==> src/bf3_pkg.sv <==
// ----------------------------------------------------------------------------
// bf3_pkg
// Types and constants shared by the 3x3 box filter modules.
// ----------------------------------------------------------------------------
package bf3_pkg;

	localparam int PIX_W     = 16;
	localparam int POS_W     = 10;
	localparam int CFG_W     = 11;
	localparam int CSUM_W    = 18;
	localparam int SUM_W     = 20;
	localparam int RECIP_W   = 23;
	localparam int RECIP_SH  = 24;
	localparam int PROD_W    = SUM_W + RECIP_W;
	localparam int SIZE_RST  = 512;

	localparam logic [RECIP_W-1:0] RECIP_4 = 23'd4194304;
	localparam logic [RECIP_W-1:0] RECIP_6 = 23'd2796203;
	localparam logic [RECIP_W-1:0] RECIP_9 = 23'd1864136;

	typedef logic [2:0][PIX_W-1:0] rgb_t;

	typedef enum logic [1:0] {
		DIV_4,
		DIV_6,
		DIV_9
	} div_t;

	typedef struct packed {
		logic [PIX_W-1:0] in_red;
		logic [PIX_W-1:0] in_green;
		logic [PIX_W-1:0] in_blue;
	} pix_in_t;

	typedef struct packed {
		logic [POS_W-1:0] out_row;
		logic [POS_W-1:0] out_col;
		logic [PIX_W-1:0] out_red;
		logic [PIX_W-1:0] out_green;
		logic [PIX_W-1:0] out_blue;
		logic             run_last;
	} pix_out_t;

	typedef struct packed {
		logic [POS_W-1:0]          row;
		logic [POS_W-1:0]          col;
		logic [2:0][SUM_W-1:0]     sum;
		div_t                      div;
		logic                      last;
	} mean_req_t;

	function automatic logic [RECIP_W-1:0] recip(input div_t d);
		logic [RECIP_W-1:0] m;
		unique case (d)
			DIV_4:   m = RECIP_4;
			DIV_6:   m = RECIP_6;
			DIV_9:   m = RECIP_9;
			default: m = RECIP_4;
		endcase
		return m;
	endfunction

endpackage

==> src/bf3_mean_div.sv <==
// ----------------------------------------------------------------------------
// bf3_mean_div
// Divides neighbour sums by 4, 6 or 9 through a reciprocal multiply and
// holds the finished result in an output register.
// ----------------------------------------------------------------------------
module bf3_mean_div import bf3_pkg::*; (
	input  logic      clk,
	input  logic      arst_n,
	input  logic      req_valid,
	output logic      req_ready,
	input  mean_req_t req,
	output logic      res_valid,
	input  logic      res_ready,
	output pix_out_t  res
);

	logic                   v_s1;
	logic                   v_o_q;
	logic                   o_adv;
	logic [2:0][PROD_W-1:0] prod_s1;
	logic [POS_W-1:0]       row_s1;
	logic [POS_W-1:0]       col_s1;
	logic                   last_s1;
	pix_out_t               res_q;

	assign o_adv     = !v_o_q || res_ready;
	assign req_ready = !v_s1 || o_adv;

	always_ff @(posedge clk or negedge arst_n) begin
		if (!arst_n) begin
			v_s1  <= 1'b0;
			v_o_q <= 1'b0;
		end else begin
			if (req_ready) v_s1  <= req_valid;
			if (o_adv)     v_o_q <= v_s1;
		end
	end

	always_ff @(posedge clk) begin
		if (req_valid && req_ready) begin
			for (int ch = 0; ch < 3; ch++) begin
				prod_s1[ch] <= PROD_W'(req.sum[ch]) * PROD_W'(recip(req.div));
			end
			row_s1  <= req.row;
			col_s1  <= req.col;
			last_s1 <= req.last;
		end
		if (v_s1 && o_adv) begin
			res_q.out_row   <= row_s1;
			res_q.out_col   <= col_s1;
			res_q.out_red   <= prod_s1[0][RECIP_SH +: PIX_W];
			res_q.out_green <= prod_s1[1][RECIP_SH +: PIX_W];
			res_q.out_blue  <= prod_s1[2][RECIP_SH +: PIX_W];
			res_q.run_last  <= last_s1;
		end
	end

	assign res_valid = v_o_q;
	assign res       = res_q;

endmodule

==> config.mk <==
export PLATFORM = sky130hd
export DESIGN_NAME = bf3_mean_div
export DESIGN_NICKNAME = d
export VERILOG_FILES = /design/src/bf3_pkg.sv /design/src/bf3_mean_div.sv
export SDC_FILE = /design/constraint.sdc
export NUM_CORES = 1
export LEC_CHECK = 0
export BUFFER_PORTS_ARGS = -buffer_cell sky130_fd_sc_hd__buf_2
export CAP_MARGIN = 20
export CORE_MARGIN = 2
export CORE_UTILIZATION = 24
export DETAILED_ROUTE_END_ITERATION = 8
export GPL_TIMING_DRIVEN = 0
export SLEW_MARGIN = 30
export SYNTH_ARGS = -nofsm -noshare
export SYNTH_HDL_FRONTEND = slang
export SYNTH_SLANG_ARGS = --single-unit
==> constraint.sdc <==
create_clock -name clk -period 5.7 [get_ports clk]
set_input_delay 0.855 -clock clk [delete_from_list [all_inputs] [get_ports clk]]
set_output_delay 0.855 -clock clk [all_outputs]
set_load 0.05 [all_outputs]
==> flow_summary.ini <==
[logic_synthesis]
synth_area_leaders = fa_1 (39%), ha_1 (21%), edfxtp_1 (13%)
yosysSeqAreaShare_pct = 12.8
synthCells = 3189
synth_common_cells = inv_1 (1,074), fa_1 (639), ha_1 (541)
syn_nets = 4456
synth.avg_cell_area_sq_um = 10.3
ys_async_sr_fraction_pct = 1.43
synth_top_area_cell = fa_1
synth_area_sq_um = 32800
yosys_most_used_dff = edfxtp_1
synth_top_area_share_pct = 39.1
synth_warnings = 0
synth_edf_count = 138
synth_cell_types = 64
synth.most_common_cell = inv_1
ys_ff_latch = 140

[final_layout]
final_layout_size_suffix_gt1_share_pct = 20.9
design_area_sq_um = 39700
n_fill_cell = 14100
synthToLayoutAreaGrowth_pct = 21.3
nNetsFinal = 4765

[die]
die-area_sq_um = 139000
die_w_microns = 373
start_util_pct = 24.2
core_sq_um = 135000
ios = 158
die_h_microns = 373
rows = 135

[clock_network]
clk_pin_slew_worst_paths_ns = 0.07
cts.path.max_buffers = 2
cts-buffers-inserted = 17
cts_sinks = 140
htree_levels = 4
clkLatencyLatePin_ns = 0.48
cts_tree = built
ctsHoldBuffers = 0
cts_root_buf = clkbuf_16

[critical_path]
slowest_stage = fa_1
critPathKind = input pin to register
cp_cell_sequence = buf_12 -> ha_4 -> buf_12 -> buf_12 -> buf_12 -> nor2b_4 -> inv_2 -> fa_1 -> inv_2 -> fa_2 -> fa_1 -> fa_1 -> fa_1 -> fa_2 -> fa_1 -> ha_4 -> a21o_1 -> or4_4 -> a211oi_4 -> buf_6 -> o2111ai_4 -> and3_4 -> o41ai_4 -> xnor2_1
cp-end-kind = register
crit_arrival_ns = 7.58
r2r_start = res_valid
critPathMaxStageDelay_ns = 0.59
worst_ep_required_time_ns = 5.92
critPathLaunchType = input pin
crit_path_frequent_cell = fa_1
cpLargestDelayFamily = adder cells
critPathMaxFanout = 6
critPathLaunch = req[2]
crit_buf_inv = 7

[drt]
drtAntennaViolNets = 0
finalWirelength_mm = 94.3
routedWlPerCell_microns = 17.8
drc = 0
via_per_inst = 4.12
num_vias = 21800
drtIter0Drc = 1108
first_pass_iters = 5

[grt]
grt_pass1_vias = 24100
gr-total-overflow = 0
antenna_found_initial = 52
grt_use_total_pct = 13.9
grt_start_max_net_pins = 38
grt_pass1_wl_mm = 145

[place]
dpl.hpwl_mm = 82.3
port_buffers = 153
placed_area_sq_um = 36400
gp_congestion = 0.923

[sta]
rsz0062_at_grt = yes
hold_viol_final = 0
setup_slack_ns = -1.66
setup_violations = 48
max_freq_mhz = 136
worst_pin_slew_ns = 0.690
drv_slew = 0
timing.final.crit_share_pct = 129
slew_headroom_pct = 54.0
finalSetupTns_ns = -65.83
clock_skew_ns = 0.0113
final.min_clock_period_ns = 7.36

[min_path]
hp-class = input pin to asynchronous set/reset pin

[run_status]
violations = setup timing
outcome = finished, violations left

[flow_run]
maxCapViolations = 0
==> layout make-up <==
cell class	instances	area [sq um]	area share (%)
antenna	14	35.0	0.0882
multi-input combinational	1940	26100	65.7
clock buffer	17	425	1.07
tap	1781	2230	5.61
sequential	140	4190	10.6
inverter	1074	4050	10.2
timing repair buffer	292	2030	5.12
clock inverter	15	154	0.387
buffer	33	507	1.28
==> worst reg2reg max path: cells and delay by family, from the launching register on <==
family	cells	cell delay, ns
flops	1	0.39
simple gates	2	0.67
buf+inv	1	0.31
==> cells by family after synthesis <==
| kind of cell | after synthesis | share of synthesized area (%) |
|---|---|---|
| AO/OA/AOI/OAI | 220 | 4.70 |
| XOR/XNOR | 122 | 3.26 |
| adder cells (fa/ha/maj) | 1180 | 59.7 |
| buffers and inverters | 1109 | 12.7 |
| flip-flops | 140 | 12.8 |
| multiplexers | 1 | 0.0344 |
| AND/OR/NAND/NOR | 417 | 6.74 |
==> cells in the final DEF, fill, tap and decap left out, drive strengths merged, types with 39 or more instances in the layout <==
cell type	instances
fa	639
edfxtp	138
a21o	42
ha	541
nand2	115
nor2b	39
nor2	42
clkbuf	44
a21oi	68
buf	298
and2	118
inv	1082
xnor2	71
xor2	51
==> sequential cells by signal, summed over array words and instances, names as in the netlist <==
name	cells
res_valid	1
col_s1	10
last_s1	1
res	69
row_s1	10
prod_s1	48
v_s1	1
==> worst paths after layout <==
kind                       cells past startpoint  slack (ns)      endpoint
setup / recovery                              24       -1.66  prod_s1[125]
hold / removal                                 1        0.15     res_valid
setup reg to reg                               3        3.96  prod_s1[125]
hold reg to reg                                0        0.41       res[68]
max in group asynchronous                      1        5.45     res_valid
min in group clk                               0        0.41       res[68]
==> layer usage <==
metal	track usage [%]	vias up	wire length [microns]
met2	22.8	501	44500
li1	-	10200	-
met3	4.74	130	8280
met4	3.34	54	1770
met5	0	-	333
met1	17.4	10900	39400
==> repair_timing <==
| action | in CTS | in global routing |
|---|---|---|
| resized for setup | 210 | 199 |
| endpoints found under the setup margin | 48 | 48 |
| buffers inserted | 73 | 65 |
| pin swaps | 117 | 119 |
| hold endpoints to repair | 0 | 0 |
| cloned | 3 | 0 |
==> through the flow <==
step	hold WS [ns]	instances	worst slack, ns	util (%)
floorplan	0.400	3189	-1.67	-
global placement	0.400	5123	-3.58	26.8
detailed placement	0.405	5125	-3.40	26.8
CTS	0.0867	5231	-1.66	28.4
global route	0.110	5297	-1.80	29.3
finish	0.151	5306	-1.66	29.3
Power is left out: the tool's default activity adds up to more than one toggle a clock period on the data nets, which glitch-free logic cannot reach.
